<file path="config.mk">
export PLATFORM = sky130hd
export DESIGN_NAME = flight_mode_sequencer
export DESIGN_NICKNAME = d
export VERILOG_FILES = /design/src/rtl/fms_pkg.sv /design/src/rtl/fms_mode_core.sv /design/src/rtl/fms_time_div.sv /design/src/rtl/flight_mode_sequencer.sv
export SDC_FILE = /design/constraint.sdc
export NUM_CORES = 2
export LEC_CHECK = 0
export ABC_AREA = 1
export ABC_CLOCK_PERIOD_IN_PS = 7800
export BUFFER_PORTS_ARGS = -buffer_cell sky130_fd_sc_hd__buf_2
export CAP_MARGIN = 40
export CORE_MARGIN = 3
export CORE_UTILIZATION = 40
export DETAILED_ROUTE_END_ITERATION = 16
export GPL_TIMING_DRIVEN = 0
export HOLD_SLACK_MARGIN = 0.15
export PLACE_DENSITY = 0.69
export SYNTH_ARGS = -nofsm -noshare
export SYNTH_HDL_FRONTEND = slang
export SYNTH_HIERARCHICAL = 1
export SYNTH_SLANG_ARGS = --single-unit
</file>
<file path="constraint.sdc">
create_clock -name clk -period 7.8 [get_ports clk]
set_input_delay 0.39 -clock clk [delete_from_list [all_inputs] [get_ports clk]]
set_output_delay 0.39 -clock clk [all_outputs]
set_load 0.02 [all_outputs]
</file>
<file path="src/rtl/fms_pkg.sv">
// Shared types, codes and constants of the flight mode sequencer.
package fms_pkg;

    // Positions of the mode flags
    localparam int unsigned FLAG_W        = 9;
    localparam int unsigned FLAG_FLYING   = 0;
    localparam int unsigned FLAG_MOTOROFF = 1;
    localparam int unsigned FLAG_SIGLOST  = 2;
    localparam int unsigned FLAG_CAREFREE = 3;
    localparam int unsigned FLAG_HLOCK    = 4;
    localparam int unsigned FLAG_HEIGHT   = 5;
    localparam int unsigned FLAG_VARIO    = 6;
    localparam int unsigned FLAG_LANDING  = 7;
    localparam int unsigned FLAG_STARTING = 8;

    localparam logic [FLAG_W-1:0] MODE_RST = 9'b0_0000_0110;

    // Switch bit positions
    localparam int unsigned SW_W       = 7;
    localparam int unsigned SW_FLY     = 0;
    localparam int unsigned SW_MOFF    = 1;
    localparam int unsigned SW_CF      = 2;
    localparam int unsigned SW_HLOCK   = 3;
    localparam int unsigned SW_HOFF    = 4;
    localparam int unsigned SW_HOLD    = 5;
    localparam int unsigned SW_STARTLD = 6;

    // Configuration register indexes and reset values
    localparam int unsigned CFG_INDEX_W = 1;
    typedef enum logic [CFG_INDEX_W-1:0] {
        REG_MAX_START_POWER,
        REG_HOVER_POWER
    } cfg_reg_t;

    localparam logic [7:0] MAX_START_POWER_RST = 8'd120;
    localparam logic [7:0] HOVER_POWER_RST     = 8'd150;

    // Power stick: channel / 32 around an offset of 100
    localparam logic [7:0]  POWER_OFFSET = 8'd100;
    localparam logic [15:0] START_DIST   = 16'd10;

    // hover / 20 = ((hover >> 2) * 103) >> 9, exact for eight-bit values
    localparam logic [6:0]  HOVER_DIV_M  = 7'd103;
    localparam int unsigned HOVER_DIV_SH = 9;

    // dt / 1000 = ((dt >> 3) * M1) >> 36, exact for 29-bit operands
    localparam logic [29:0] SEC_DIV_M    = 30'd549755814;
    localparam int unsigned SEC_DIV_SH   = 36;
    // s / 60 = ((s >> 2) * M2) >> 25, exact for 21-bit operands
    localparam logic [21:0] MIN_DIV_M    = 22'd2236963;
    localparam int unsigned MIN_DIV_SH   = 25;
    localparam logic [22:0] SEC_PER_MIN  = 23'd60;

    typedef enum logic [2:0] {
        ANN_NONE,
        ANN_SENSOR_ERR,
        ANN_CF_ON,
        ANN_CF_OFF,
        ANN_ALT_ON,
        ANN_ALT_OFF,
        ANN_STARTING,
        ANN_LANDING
    } ann_t;

    typedef enum logic {
        HORI_NONE,
        HORI_STICK
    } hori_t;

    typedef enum logic [1:0] {
        VERT_NONE,
        VERT_STICK,
        VERT_RATE,
        VERT_ALT_LOCK
    } vert_t;

    typedef enum logic [1:0] {
        YAW_NONE,
        YAW_STICK,
        YAW_HOLD
    } yaw_sel_t;

    // Everything of one result except the flight time
    typedef struct packed {
        logic [FLAG_W-1:0]  mode_flags;
        logic [7:0]         rc_power;
        ann_t               announce;
        hori_t              hori;
        vert_t              vert;
        yaw_sel_t           yaw;
        logic signed [15:0] carefree_ref;
        logic signed [15:0] lock_ref;
        logic signed [31:0] hold_ref;
        logic               started;
    } fms_result_t;

    // Flight time request: elapsed time and what to do with the held time
    typedef struct packed {
        logic [31:0] dt;
        logic        upd;
        logic        clr;
    } fms_time_t;

    // Load enables of the pipeline stages
    typedef struct packed {
        logic s1;
        logic s2;
        logic s3;
        logic s4;
    } fms_adv_t;

endpackage

</file>
<file path="src/rtl/fms_mode_core.sv">
// Mode state, configuration registers and the per-update mode logic.
module fms_mode_core (
    input  logic                      clk,
    input  logic                      rst_n,
    input  logic                      in_fire,
    input  logic                      receiver_valid,
    input  logic [6:0]                switch_bits,
    input  logic signed [12:0]        power_channel,
    input  logic [31:0]               time_ms,
    input  logic                      accel_valid,
    input  logic                      gyro_valid,
    input  logic                      motor_fault,
    input  logic                      mag_valid,
    input  logic                      pressure_valid,
    input  logic [15:0]               ground_distance,
    input  logic signed [15:0]        yaw_now,
    input  logic signed [31:0]        height_z,
    input  logic                      cfg_we,
    input  logic [0:0]                cfg_index,
    input  logic [7:0]                cfg_data,
    output fms_pkg::fms_result_t      res,
    output fms_pkg::fms_time_t        tim
);
    import fms_pkg::*;

    logic [FLAG_W-1:0]  mode_bits_reg, mode_bits_next;
    logic [31:0]        start_time_reg, start_time_next;
    logic [7:0]         power_cmd_reg, power_cmd_next;
    hori_t              hori_reg, hori_next;
    vert_t              vert_reg, vert_next;
    yaw_sel_t           yaw_reg, yaw_next;
    logic signed [15:0] carefree_heading_reg, carefree_heading_next;
    logic signed [15:0] locked_heading_reg, locked_heading_next;
    logic signed [31:0] held_height_reg, held_height_next;
    logic [7:0]         max_start_power_reg;
    logic [7:0]         hover_power_reg;

    logic        av_fly, av_mag, av_hgt, low_power;
    logic [12:0] pwr_mag;
    logic [7:0]  q_neg;
    logic [12:0] hover_prod;
    logic [7:0]  hover_loss;
    ann_t        speak;
    logic        started, upd, clr;

    assign av_fly    = accel_valid && gyro_valid && !motor_fault;
    assign av_mag    = av_fly && mag_valid;
    assign av_hgt    = av_fly && pressure_valid;
    assign low_power = power_cmd_reg < max_start_power_reg;

    // Magnitude of a negative stick value; the most negative value still fits
    assign pwr_mag    = 13'(~power_channel) + 13'd1;
    assign q_neg      = pwr_mag[12:5];
    assign hover_prod = 13'(hover_power_reg[7:2]) * 13'(HOVER_DIV_M);
    assign hover_loss = hover_power_reg - 8'(hover_prod[12:HOVER_DIV_SH]);

    always_comb
    begin
        mode_bits_next        = mode_bits_reg;
        start_time_next       = start_time_reg;
        power_cmd_next        = power_cmd_reg;
        hori_next             = hori_reg;
        vert_next             = vert_reg;
        yaw_next              = yaw_reg;
        carefree_heading_next = carefree_heading_reg;
        locked_heading_next   = locked_heading_reg;
        held_height_next      = held_height_reg;
        speak                 = ANN_NONE;
        started               = 1'b0;
        upd                   = 1'b0;
        clr                   = 1'b0;

        if (receiver_valid)
        begin
            mode_bits_next[FLAG_SIGLOST] = 1'b0;
            if (!mode_bits_next[FLAG_FLYING])
            begin
                if (switch_bits[SW_FLY] && low_power)
                begin
                    if (av_fly)
                    begin
                        mode_bits_next[FLAG_FLYING] = 1'b1;
                        clr             = 1'b1;
                        start_time_next = time_ms;
                    end
                    else
                    begin
                        speak = ANN_SENSOR_ERR;
                    end
                end
                else if (switch_bits[SW_MOFF])
                begin
                    mode_bits_next[FLAG_MOTOROFF] = 1'b1;
                end
                else
                begin
                    started = mode_bits_next[FLAG_MOTOROFF];
                    mode_bits_next[FLAG_MOTOROFF] = 1'b0;
                end
            end
            else
            begin
                upd = 1'b1;

                if (!switch_bits[SW_FLY] && low_power)
                begin
                    mode_bits_next[FLAG_FLYING]   = 1'b0;
                    mode_bits_next[FLAG_CAREFREE] = 1'b0;
                    mode_bits_next[FLAG_HEIGHT]   = 1'b0;
                    mode_bits_next[FLAG_VARIO]    = 1'b0;
                end

                if (switch_bits[SW_CF] && !mode_bits_next[FLAG_CAREFREE])
                begin
                    if (av_mag)
                    begin
                        mode_bits_next[FLAG_CAREFREE] = 1'b1;
                        carefree_heading_next = yaw_now;
                        speak = ANN_CF_ON;
                    end
                    else
                    begin
                        speak = ANN_SENSOR_ERR;
                    end
                end
                else if ((!switch_bits[SW_CF] || !av_mag) && mode_bits_next[FLAG_CAREFREE])
                begin
                    mode_bits_next[FLAG_CAREFREE] = 1'b0;
                    speak = ANN_CF_OFF;
                end

                if (switch_bits[SW_HLOCK] && !mode_bits_next[FLAG_HLOCK])
                begin
                    if (av_mag)
                    begin
                        mode_bits_next[FLAG_HLOCK] = 1'b1;
                        locked_heading_next = yaw_now;
                    end
                    else
                    begin
                        speak = ANN_SENSOR_ERR;
                    end
                end
                else if ((!switch_bits[SW_HLOCK] || !av_mag) && mode_bits_next[FLAG_HLOCK])
                begin
                    mode_bits_next[FLAG_HLOCK] = 1'b0;
                end

                if (!switch_bits[SW_HOFF] && !mode_bits_next[FLAG_HEIGHT])
                begin
                    if (av_hgt)
                    begin
                        mode_bits_next[FLAG_HEIGHT] = 1'b1;
                        speak = ANN_ALT_ON;
                    end
                    else
                    begin
                        speak = ANN_SENSOR_ERR;
                    end
                end
                else if ((switch_bits[SW_HOFF] || !av_hgt) && mode_bits_next[FLAG_HEIGHT])
                begin
                    mode_bits_next[FLAG_HEIGHT] = 1'b0;
                    mode_bits_next[FLAG_VARIO]  = 1'b0;
                    speak = ANN_ALT_OFF;
                end

                if (mode_bits_next[FLAG_HEIGHT])
                begin
                    if (switch_bits[SW_HOLD] && mode_bits_next[FLAG_VARIO])
                    begin
                        mode_bits_next[FLAG_VARIO] = 1'b0;
                        held_height_next = height_z;
                    end
                    else if (!switch_bits[SW_HOLD] && !mode_bits_next[FLAG_VARIO])
                    begin
                        mode_bits_next[FLAG_VARIO] = 1'b1;
                    end
                    if (!pressure_valid)
                    begin
                        mode_bits_next[FLAG_HEIGHT] = 1'b0;
                        mode_bits_next[FLAG_VARIO]  = 1'b0;
                        speak = ANN_ALT_OFF;
                    end
                end

                if (switch_bits[SW_STARTLD] && !mode_bits_next[FLAG_LANDING]
                    && !mode_bits_next[FLAG_STARTING])
                begin
                    if (ground_distance < START_DIST)
                    begin
                        mode_bits_next[FLAG_STARTING] = 1'b1;
                        speak = ANN_STARTING;
                    end
                    else
                    begin
                        mode_bits_next[FLAG_LANDING] = 1'b1;
                        speak = ANN_LANDING;
                    end
                end
                else if (!switch_bits[SW_STARTLD])
                begin
                    mode_bits_next[FLAG_LANDING]  = 1'b0;
                    mode_bits_next[FLAG_STARTING] = 1'b0;
                end
            end

            if (mode_bits_next[FLAG_FLYING])
            begin
                hori_next = HORI_STICK;
                yaw_next  = mode_bits_next[FLAG_HLOCK] ? YAW_HOLD : YAW_STICK;
                if (mode_bits_next[FLAG_HEIGHT])
                begin
                    vert_next = mode_bits_next[FLAG_VARIO] ? VERT_RATE : VERT_ALT_LOCK;
                end
                else
                begin
                    vert_next = VERT_STICK;
                end
            end
            else
            begin
                hori_next = HORI_NONE;
                vert_next = VERT_NONE;
                yaw_next  = YAW_NONE;
            end

            // Stick divided by 32 toward zero, offset by 100, clamped at zero
            if (power_channel[12])
            begin
                power_cmd_next = (q_neg >= POWER_OFFSET) ? 8'd0 : POWER_OFFSET - q_neg;
            end
            else
            begin
                power_cmd_next = POWER_OFFSET + 8'(power_channel[11:5]);
            end
        end
        else
        begin
            if (!mode_bits_next[FLAG_FLYING])
            begin
                mode_bits_next[FLAG_MOTOROFF] = 1'b1;
            end
            else
            begin
                power_cmd_next = hover_loss;
                vert_next      = pressure_valid ? VERT_RATE : VERT_STICK;
            end
            mode_bits_next[FLAG_SIGLOST] = 1'b1;
        end
    end

    always_ff @(posedge clk or negedge rst_n)
    begin
        if (!rst_n)
        begin
            mode_bits_reg        <= MODE_RST;
            start_time_reg       <= '0;
            power_cmd_reg        <= '0;
            hori_reg             <= HORI_NONE;
            vert_reg             <= VERT_NONE;
            yaw_reg              <= YAW_NONE;
            carefree_heading_reg <= '0;
            locked_heading_reg   <= '0;
            held_height_reg      <= '0;
        end
        else if (in_fire)
        begin
            mode_bits_reg        <= mode_bits_next;
            start_time_reg       <= start_time_next;
            power_cmd_reg        <= power_cmd_next;
            hori_reg             <= hori_next;
            vert_reg             <= vert_next;
            yaw_reg              <= yaw_next;
            carefree_heading_reg <= carefree_heading_next;
            locked_heading_reg   <= locked_heading_next;
            held_height_reg      <= held_height_next;
        end
    end

    always_ff @(posedge clk or negedge rst_n)
    begin
        if (!rst_n)
        begin
            max_start_power_reg <= MAX_START_POWER_RST;
            hover_power_reg     <= HOVER_POWER_RST;
        end
        else if (cfg_we)
        begin
            case (cfg_reg_t'(cfg_index))
                REG_MAX_START_POWER: max_start_power_reg <= cfg_data;
                REG_HOVER_POWER:     hover_power_reg     <= cfg_data;
                default: ;
            endcase
        end
    end

    always_comb
    begin
        res.mode_flags   = mode_bits_next;
        res.rc_power     = power_cmd_next;
        res.announce     = speak;
        res.hori         = hori_next;
        res.vert         = vert_next;
        res.yaw          = yaw_next;
        res.carefree_ref = carefree_heading_next;
        res.lock_ref     = locked_heading_next;
        res.hold_ref     = held_height_next;
        res.started      = started;
        tim.dt           = time_ms - start_time_reg;
        tim.upd          = upd;
        tim.clr          = clr;
    end

    // On the ground every controller is idle, whatever the radio does.
    a_idle_ctrl_on_ground: assert property (@(posedge clk) disable iff (!rst_n)
        !mode_bits_reg[FLAG_FLYING] |->
            (hori_reg == HORI_NONE && vert_reg == VERT_NONE && yaw_reg == YAW_NONE))
        else $error("controller selected while not flying");

    // Vario is a sub-mode of height control.
    a_vario_needs_height: assert property (@(posedge clk) disable iff (!rst_n)
        mode_bits_reg[FLAG_VARIO] |-> mode_bits_reg[FLAG_HEIGHT])
        else $error("vario set without height control");

    // Auto start and auto landing exclude each other.
    a_start_land_excl: assert property (@(posedge clk) disable iff (!rst_n)
        !(mode_bits_reg[FLAG_LANDING] && mode_bits_reg[FLAG_STARTING]))
        else $error("landing and starting both set");

endmodule

</file>
<file path="src/rtl/fms_time_div.sv">
// Pipelined split of the elapsed flight time into minutes and seconds.
module fms_time_div (
    input  logic                 clk,
    input  logic                 rst_n,
    input  fms_pkg::fms_adv_t    adv,
    input  fms_pkg::fms_time_t   tim,
    output logic [16:0]          minutes,
    output logic [5:0]           seconds
);
    import fms_pkg::*;

    logic [31:0] s1_dt_reg;
    logic        s1_upd_reg, s1_clr_reg;
    logic [58:0] s2_prod_reg;
    logic        s2_upd_reg, s2_clr_reg;
    logic [22:0] s3_sec_reg;
    logic [42:0] s3_prod_reg;
    logic        s3_upd_reg, s3_clr_reg;
    logic [16:0] minutes_reg, minutes_next;
    logic [5:0]  seconds_reg, seconds_next;

    logic [22:0] total_sec;
    logic [22:0] sec_rem;

    // Whole seconds since start, and the minute split of the stage ahead
    assign total_sec    = s2_prod_reg[58:SEC_DIV_SH];
    assign minutes_next = s3_prod_reg[41:MIN_DIV_SH];
    assign sec_rem      = s3_sec_reg - 23'(minutes_next) * SEC_PER_MIN;
    assign seconds_next = sec_rem[5:0];

    always_ff @(posedge clk)
    begin
        if (adv.s1)
        begin
            s1_dt_reg  <= tim.dt;
            s1_upd_reg <= tim.upd;
            s1_clr_reg <= tim.clr;
        end
        if (adv.s2)
        begin
            s2_prod_reg <= 59'(s1_dt_reg[31:3]) * 59'(SEC_DIV_M);
            s2_upd_reg  <= s1_upd_reg;
            s2_clr_reg  <= s1_clr_reg;
        end
        if (adv.s3)
        begin
            s3_sec_reg  <= total_sec;
            s3_prod_reg <= 43'(total_sec[22:2]) * 43'(MIN_DIV_M);
            s3_upd_reg  <= s2_upd_reg;
            s3_clr_reg  <= s2_clr_reg;
        end
    end

    // The flight time holds its last value for updates on the ground or without signal; take-off clears it.
    always_ff @(posedge clk or negedge rst_n)
    begin
        if (!rst_n)
        begin
            minutes_reg <= '0;
            seconds_reg <= '0;
        end
        else if (adv.s4)
        begin
            if (s3_clr_reg)
            begin
                minutes_reg <= '0;
                seconds_reg <= '0;
            end
            else if (s3_upd_reg)
            begin
                minutes_reg <= minutes_next;
                seconds_reg <= seconds_next;
            end
        end
    end

    assign minutes = minutes_reg;
    assign seconds = seconds_reg;

    a_seconds_range: assert property (@(posedge clk) disable iff (!rst_n)
        seconds_reg < 6'd60)
        else $error("flight seconds out of range");

endmodule

</file>
<file path="src/rtl/flight_mode_sequencer.sv">
// Flight mode sequencer top level: handshakes, result pipeline and flight time.
//
//  channel  | handshake          | payload
//  ---------+--------------------+---------------------------------------------
//  input    | in_valid/in_ready  | receiver_valid ... height_z, one update
//  result   | out_valid/out_ready| mode_flags ... motors_started
//  config   | cfg_valid/cfg_ready| cfg_index, cfg_data (always ready)
//
// One update is taken per cycle unless out_ready holds it back; its result passes pl1 to pl4 in turn.
// The mode state is updated in the cycle of the transfer; the flight time split
// runs through two registered constant multiplies and a final subtract stage.
// Reset puts the motors off with signal lost and loads the default power limits.
// Each stage holds its result until the stage after it is free, so bubbles close
// up and input is refused only when all four stages are full.
module flight_mode_sequencer (
    input  logic               clk,
    input  logic               rst_n,
    input  logic               in_valid,
    output logic               in_ready,
    input  logic               receiver_valid,
    input  logic [6:0]         switch_bits,
    input  logic signed [12:0] power_channel,
    input  logic [31:0]        time_ms,
    input  logic               accel_valid,
    input  logic               gyro_valid,
    input  logic               motor_fault,
    input  logic               mag_valid,
    input  logic               pressure_valid,
    input  logic [15:0]        ground_distance,
    input  logic signed [15:0] yaw_now,
    input  logic signed [31:0] height_z,
    output logic               out_valid,
    input  logic               out_ready,
    output logic [8:0]         mode_flags,
    output logic [7:0]         rc_power,
    output logic [16:0]        flight_minutes,
    output logic [5:0]         flight_seconds,
    output logic [2:0]         announce_code,
    output logic               horizontal_ctrl,
    output logic [1:0]         vertical_ctrl,
    output logic [1:0]         yaw_ctrl,
    output logic signed [15:0] carefree_ref,
    output logic signed [15:0] lock_ref,
    output logic signed [31:0] hold_ref,
    output logic               motors_started,
    input  logic               cfg_valid,
    output logic               cfg_ready,
    input  logic [0:0]         cfg_index,
    input  logic [7:0]         cfg_data
);
    import fms_pkg::*;

    fms_result_t res;
    fms_time_t   tim;
    fms_adv_t    adv;
    fms_result_t pl1_reg, pl2_reg, pl3_reg, pl4_reg;
    logic        v1_reg, v2_reg, v3_reg, v4_reg;
    logic        rdy1, rdy2, rdy3, rdy4;
    logic        in_fire;

    assign rdy4     = !v4_reg || out_ready;
    assign rdy3     = !v3_reg || rdy4;
    assign rdy2     = !v2_reg || rdy3;
    assign rdy1     = !v1_reg || rdy2;
    assign in_ready = rdy1;
    assign in_fire  = in_valid && rdy1;
    assign cfg_ready = 1'b1;

    always_comb
    begin
        adv.s1 = in_fire;
        adv.s2 = rdy2;
        adv.s3 = rdy3;
        adv.s4 = rdy4 && v3_reg;
    end

    fms_mode_core u_core (
        .clk             (clk),
        .rst_n           (rst_n),
        .in_fire         (in_fire),
        .receiver_valid  (receiver_valid),
        .switch_bits     (switch_bits),
        .power_channel   (power_channel),
        .time_ms         (time_ms),
        .accel_valid     (accel_valid),
        .gyro_valid      (gyro_valid),
        .motor_fault     (motor_fault),
        .mag_valid       (mag_valid),
        .pressure_valid  (pressure_valid),
        .ground_distance (ground_distance),
        .yaw_now         (yaw_now),
        .height_z        (height_z),
        .cfg_we          (cfg_valid),
        .cfg_index       (cfg_index),
        .cfg_data        (cfg_data),
        .res             (res),
        .tim             (tim)
    );

    fms_time_div u_time (
        .clk     (clk),
        .rst_n   (rst_n),
        .adv     (adv),
        .tim     (tim),
        .minutes (flight_minutes),
        .seconds (flight_seconds)
    );

    always_ff @(posedge clk or negedge rst_n)
    begin
        if (!rst_n)
        begin
            v1_reg <= 1'b0;
            v2_reg <= 1'b0;
            v3_reg <= 1'b0;
            v4_reg <= 1'b0;
        end
        else
        begin
            if (rdy1)
            begin
                v1_reg <= in_valid;
            end
            if (rdy2)
            begin
                v2_reg <= v1_reg;
            end
            if (rdy3)
            begin
                v3_reg <= v2_reg;
            end
            if (rdy4)
            begin
                v4_reg <= v3_reg;
            end
        end
    end

    always_ff @(posedge clk)
    begin
        if (in_fire)
        begin
            pl1_reg <= res;
        end
        if (rdy2)
        begin
            pl2_reg <= pl1_reg;
        end
        if (rdy3)
        begin
            pl3_reg <= pl2_reg;
        end
        if (rdy4)
        begin
            pl4_reg <= pl3_reg;
        end
    end

    assign out_valid       = v4_reg;
    assign mode_flags      = pl4_reg.mode_flags;
    assign rc_power        = pl4_reg.rc_power;
    assign announce_code   = pl4_reg.announce;
    assign horizontal_ctrl = pl4_reg.hori;
    assign vertical_ctrl   = pl4_reg.vert;
    assign yaw_ctrl        = pl4_reg.yaw;
    assign carefree_ref    = pl4_reg.carefree_ref;
    assign lock_ref        = pl4_reg.lock_ref;
    assign hold_ref        = pl4_reg.hold_ref;
    assign motors_started  = pl4_reg.started;

    // Input may only be refused when every stage holds an update.
    a_full_when_blocked: assert property (@(posedge clk) disable iff (!rst_n)
        !in_ready |-> (v1_reg && v2_reg && v3_reg && v4_reg))
        else $error("input refused with a free pipeline stage");

endmodule

</file>
# After elaboration in Yosys (flattened, before gate mapping)
# Index checks and enable logic that the tools add are counted.
[word_totals] ff_bits=665 input_bits=136 out_inout_bits=116 wordCells=223
[classes] addsub=6 mul=4 n_lt_le_gt_ge=3 muxes=89 bitwise=4 n_reduce_logical=50
[op_table] operator="16-bit 2-to-1 mux" n=8
[op_table] operator="32-bit 2-to-1 mux" n=4
[op_table] operator="29-bit by 29-bit multiplier with 58-bit output, second input constant" n=1
[op_table] operator="21-bit by 22-bit multiplier with 42-bit output, second input constant" n=1
[op_table] operator="2-bit 2-to-1 mux" n=19
[op_table] operator="1-bit 2-to-1 mux" n=36
[op_table] operator="17-bit 2-to-1 mux" n=2
[op_table] operator="3-bit 2-to-1 mux" n=11
[op_table] operator="8-bit 2-to-1 mux" n=4
[op_table] operator="32-bit subtractor" n=1
[op_table] operator="6-bit 2-to-1 mux" n=5
[op_table] operator="1-bit logical AND" n=18
[op_table] operator="1-bit zero test" n=18
[op_table] operator="17-bit by 4-bit multiplier with 4-bit output, second input constant" n=1
[op_table] operator="16-bit by 4-bit less-than comparator with 1-bit output, second input constant" n=1
[op_table] operator="13-bit by 1-bit adder with 13-bit output, second input constant" n=1
[op_table] operator="6-bit by 7-bit multiplier with 13-bit output, second input constant" n=1
[op_table] operator="13-bit NOT" n=1
[op_table] operator="7-bit by 7-bit adder with 8-bit output, first input constant" n=1
[op_table] operator="8-bit by 7-bit >= comparator with 1-bit output, second input constant" n=1
[op_table] operator="8-bit less-than comparator" n=1
[op_table] operator="7-bit by 8-bit subtractor with 8-bit output, first input constant" n=1
[op_table] operator="8-bit by 4-bit subtractor with 8-bit output" n=1
[op_table] operator="1-bit logical OR" n=7
[op_table] operator="other kinds (7)" n=11

# Longest topological paths before layout
[depth] word_depth=22 mapped_depth=27 depth_no_buf=27

# Cells and area by module
# The synthesis kept the hierarchy.
[modules_own_cells] module="fms_time_div" n_inst=1 cells_each=3067 area_per_inst_um2=24785.0 seq_area_each_um2=3007.9
[modules_own_cells] module="flight_mode_sequencer" n_inst=1 cells_each=384 area_per_inst_um2=11016.8 seq_area_each_um2=10910.5
[modules_own_cells] module="fms_mode_core" n_inst=1 cells_each=1398 area_per_inst_um2=9952.0 seq_area_each_um2=3339.5

# Worst setup path before layout
# Ideal clock, no wire load.
[synth_timing] kind="register to register" from="reg v4_reg (netlist: out_valid)" to="reg u_core.locked_heading_reg[10]" setup_time_ns=0.066 arrival_ns=8.390 path_slack_ns=-0.655 stages_incl_launch_ff=9 path_buffers=3 path_cell_list="dfrtp_1 > nand4_2 > nor2_2 > nor2_1 > clkbuf_1 > buf_1 > buf_1 > nand2_1 > nand2_1"
[synth_rtl] item="start, declared" line="flight_mode_sequencer.sv:57" rtl="logic v1_reg, v2_reg, v3_reg, v4_reg;"
[synth_rtl] item="start signal, assigned" line="flight_mode_sequencer.sv:134" rtl="v4_reg <= v3_reg;"
[synth_rtl] item="end signal, assigned" line="fms_mode_core.sv:276" rtl="locked_heading_reg <= locked_heading_next;"
[synth_rtl] item="end, declared" line="fms_mode_core.sv:33" rtl="logic signed [15:0] locked_heading_reg, locked_heading_next;"

# Final worst setup path
[layout_timing] from="reg u_time.s1_dt_reg[12]" to="reg u_time.s2_prod_reg[57], data pin"
[layout_via] elab_chain_len=1
[layout_rtl] item="start, declared" line="fms_time_div.sv:12" rtl="logic [31:0] s1_dt_reg;"
[layout_rtl] item="start signal, assigned" line="fms_time_div.sv:35" rtl="s1_dt_reg <= tim.dt;"
[layout_rtl] item="29-bit by 29-bit multiplier with 58-bit output" line="fms_time_div.sv:41" rtl="s2_prod_reg <= 59'(s1_dt_reg[31:3]) * 59'(SEC_DIV_M);"
[layout_rtl] item="end signal, assigned" line="fms_time_div.sv:41"
[layout_rtl] item="end, declared" line="fms_time_div.sv:14" rtl="logic [58:0] s2_prod_reg;"
# No other way between the ends.
# A chain may end at the register's enable or synchronous reset.

==> results.py <==
metrics = {
    "setup_path": {
        "worst-endpoint-required_ns": 8.17,
        "rr_startpoint": "u_time/s1_dt_reg[12]$_DFFE_PP_",
        "critPathArrivalTime_ns": 7.24,
        "crit_family": "adder cells",
        "slowest_delay_ns": 0.90,
        "startpoint_type": "register",
        "crit_buf_inv": 4,
        "cp-end-kind": "register",
        "critical_path.slowest_cell": "edfxtp_1",
        "crit_fanout": 11,
        "rr_endpoint": "u_time/s2_prod_reg[57]$_DFFE_PP_",
        "reg2reg_depth": 22,
        "cp_cell_sequence": "ha_1 > fa_1 > fa_1 > inv_1 > fa_1 > inv_1 > fa_1 > fa_1 > fa_1 > inv_1 > fa_1 > inv_1 > ha_1 > nand2_1 > nor2_1 > nand2_1 > nor2_1 > nand2_1 > nand3_1 > nand2_1 > nand3_1 > nand2_1",
        "r2r_slack_ns": 0.93,
        "path_class": "register to register",
        "crit_top_cell": "fa_1",
    },
    "floorplanning": {
        "rows": 123,
        "die_w_um": 344,
        "pin_count": 252,
        "start_util_pct": 40.5,
        "coreArea_mm2": 0.113,
        "die-area_mm2": 0.118,
        "die_y_um": 344,
    },
    "timing": {
        "worst_pin_slew_ns": 0.848,
        "hold_slack_ns": 0.190,
        "relSlewSlack_pct": 43.5,
        "fin_crit_ns": 6.87,
        "slew_viol_final": 0,
        "setup_viol": 0,
        "finalClockSkew_ns": 0.0506,
        "rsz0062_at_grt": "false",
        "timing.fmax_mhz": 146,
        "tns_ns": 0,
        "fin_crit_sh_pct": 88.0,
        "hold_viol": 0,
    },
    "layout": {
        "drive_gt1_share_pct": 9.35,
        "area_delta_synth_final_pct": 13.7,
        "num_antenna_cells": 0,
        "layout.nets": 6337,
        "stdcell_count": 6806,
        "fillers": 10715,
        "multi_input_area_mm2": 0.0239,
        "final_area_mm2": 0.0520,
        "ff_latch_area_mm2": 0.0173,
    },
    "global_route": {
        "antenna_found_initial": 6,
        "grt_usage_pct": 19.1,
        "grt_pass1_vias": 33807,
        "grt_start_max_net_pins": 99,
        "grt_pass1_wl_um": 178000,
        "grt-ovfl-total": 0,
    },
    "logic_synthesis": {
        "synth.yosys.warnings": 6,
        "netlist_area_mm2": 0.0457,
        "syn_nets": 5929,
        "netlist_instances": 4846,
        "synth.avg_cell_area_um2": 9.44,
    },
    "clocking": {
        "cts.sinks": 601,
        "cts_buffers": 60,
        "root_buffer": "clkbuf_16",
        "htreeDepth": 2,
        "cts.clk_slew.worst_paths_ns": 0.07,
        "clk-insertion-delay-late_ns": 0.66,
        "clockBufferDepth": 3,
        "cts_tree": "yes",
    },
    "hold_path": {
        "hold_start": "cfg_valid",
        "hold_class": "input port to register",
        "worstHoldEndpoint": "u_core/max_start_power_reg[4]$_DFFE_PN1P_",
        "min_path_cells": 4,
    },
    "routing": {
        "viasPerCell": 4.79,
        "drc": 0,
        "vias": 32583,
        "routed_wl_um": 112000,
        "dr.pass1.iters": 6,
        "antenna_left": 0,
        "detail_route.iter0.violations": 1855,
        "wire_per_inst_um": 16.4,
    },
    "status": {
        "outcome": "finished clean",
    },
    "placed_design": {
        "place_area_mm2": 0.0491,
        "numPortBuffers": 249,
        "place.gp.congestion": 0.949,
        "placed_cells_incl_taps": 6606,
        "place_hpwl_um": 90800,
    },
    "job": {
        "cap_violations": 0,
    },
}
[through the flow]
stage	setup WS [ns]	util, %
2_1_floorplan	1.32	-
3_3_place_gp	-2.23	43.3
3_5_place_dp	1.13	43.5
4_1_cts	1.09	46.0
5_1_grt	0.758	46.0
6_report	0.933	46.0
[tightest hold or removal path: stages]
cell	delay [ns]
buf_2	0.09
nand2_1	0.16
nand2_1	0.09
o21ai_0	0.07
[final cells by class]
cell class	instances	area share, %
tap	1500	3.61
sequential	601	33.2
clock inverter	35	0.717
multi-input combinational	3046	46.0
clock buffer	79	3.10
timing repair buffer	346	4.54
buffer	52	0.568
inverter	1147	8.29
[worst max path at each step]
stage / slack, ns / to / depth (start not counted) / startpoint
CTS: 1.09 / u_time/s2_prod_reg[57]$_DFFE_PP_ / 22 / u_time/s1_dt_reg[12]$_DFFE_PP_
detailed placement: 1.13 / u_time/s2_prod_reg[36]$_DFFE_PP_ / 24 / u_time/s1_dt_reg[11]$_DFFE_PP_
finish: 0.93 / u_time/s2_prod_reg[57]$_DFFE_PP_ / 22 / u_time/s1_dt_reg[12]$_DFFE_PP_
global placement: -2.23 / u_core/locked_heading_reg[6]$_DFFE_PN0P_ / 8 / v2_reg$_DFFE_PN0P_
floorplan: 1.32 / u_core/locked_heading_reg[10]$_DFFE_PN0P_ / 8 / out_valid$_DFFE_PN0P_
global route: 0.76 / u_time/s2_prod_reg[57]$_DFFE_PP_ / 22 / u_time/s1_dt_reg[12]$_DFFE_PP_
[cells in the final DEF, fill, tap and decap left out, drive strengths merged, types with 13 or more instances in the layout]
cell type,instances
inv,1151
nand4,30
dfrtp,151
a21oi,137
clkinv,23
nand3,123
nor3,32
nor2,281
xnor2,14
edfxtp,441
fa,335
dlygate4sd3,86
a21o,13
clkbuf,103
xor2,35
ha,612
o21bai,15
buf,288
o21ai,171
nand2,1175
[routing by layer]
layer	part of all wire, %	up-vias	track usage (%)
met2	48	777	32.8
met5	0.046	-	0
li1	-	16025	-
met1	44	15589	25.2
met4	2.9	6	5.21
met3	4.9	186	2.61
[timing repair]
| item | 4_1_cts | 5_1_grt |
|---|---|---|
| gates resized for setup | 0 | 0 |
| setup buffers | 0 | 0 |
| hold buffers | 86 | 0 |
| endpoints found under the hold margin | 194 | 0 |
| endpoints found under the setup margin | 0 | 0 |
Power is left out: the tool's default activity adds up to more than one toggle a clock period on the data nets, which glitch-free logic cannot reach.
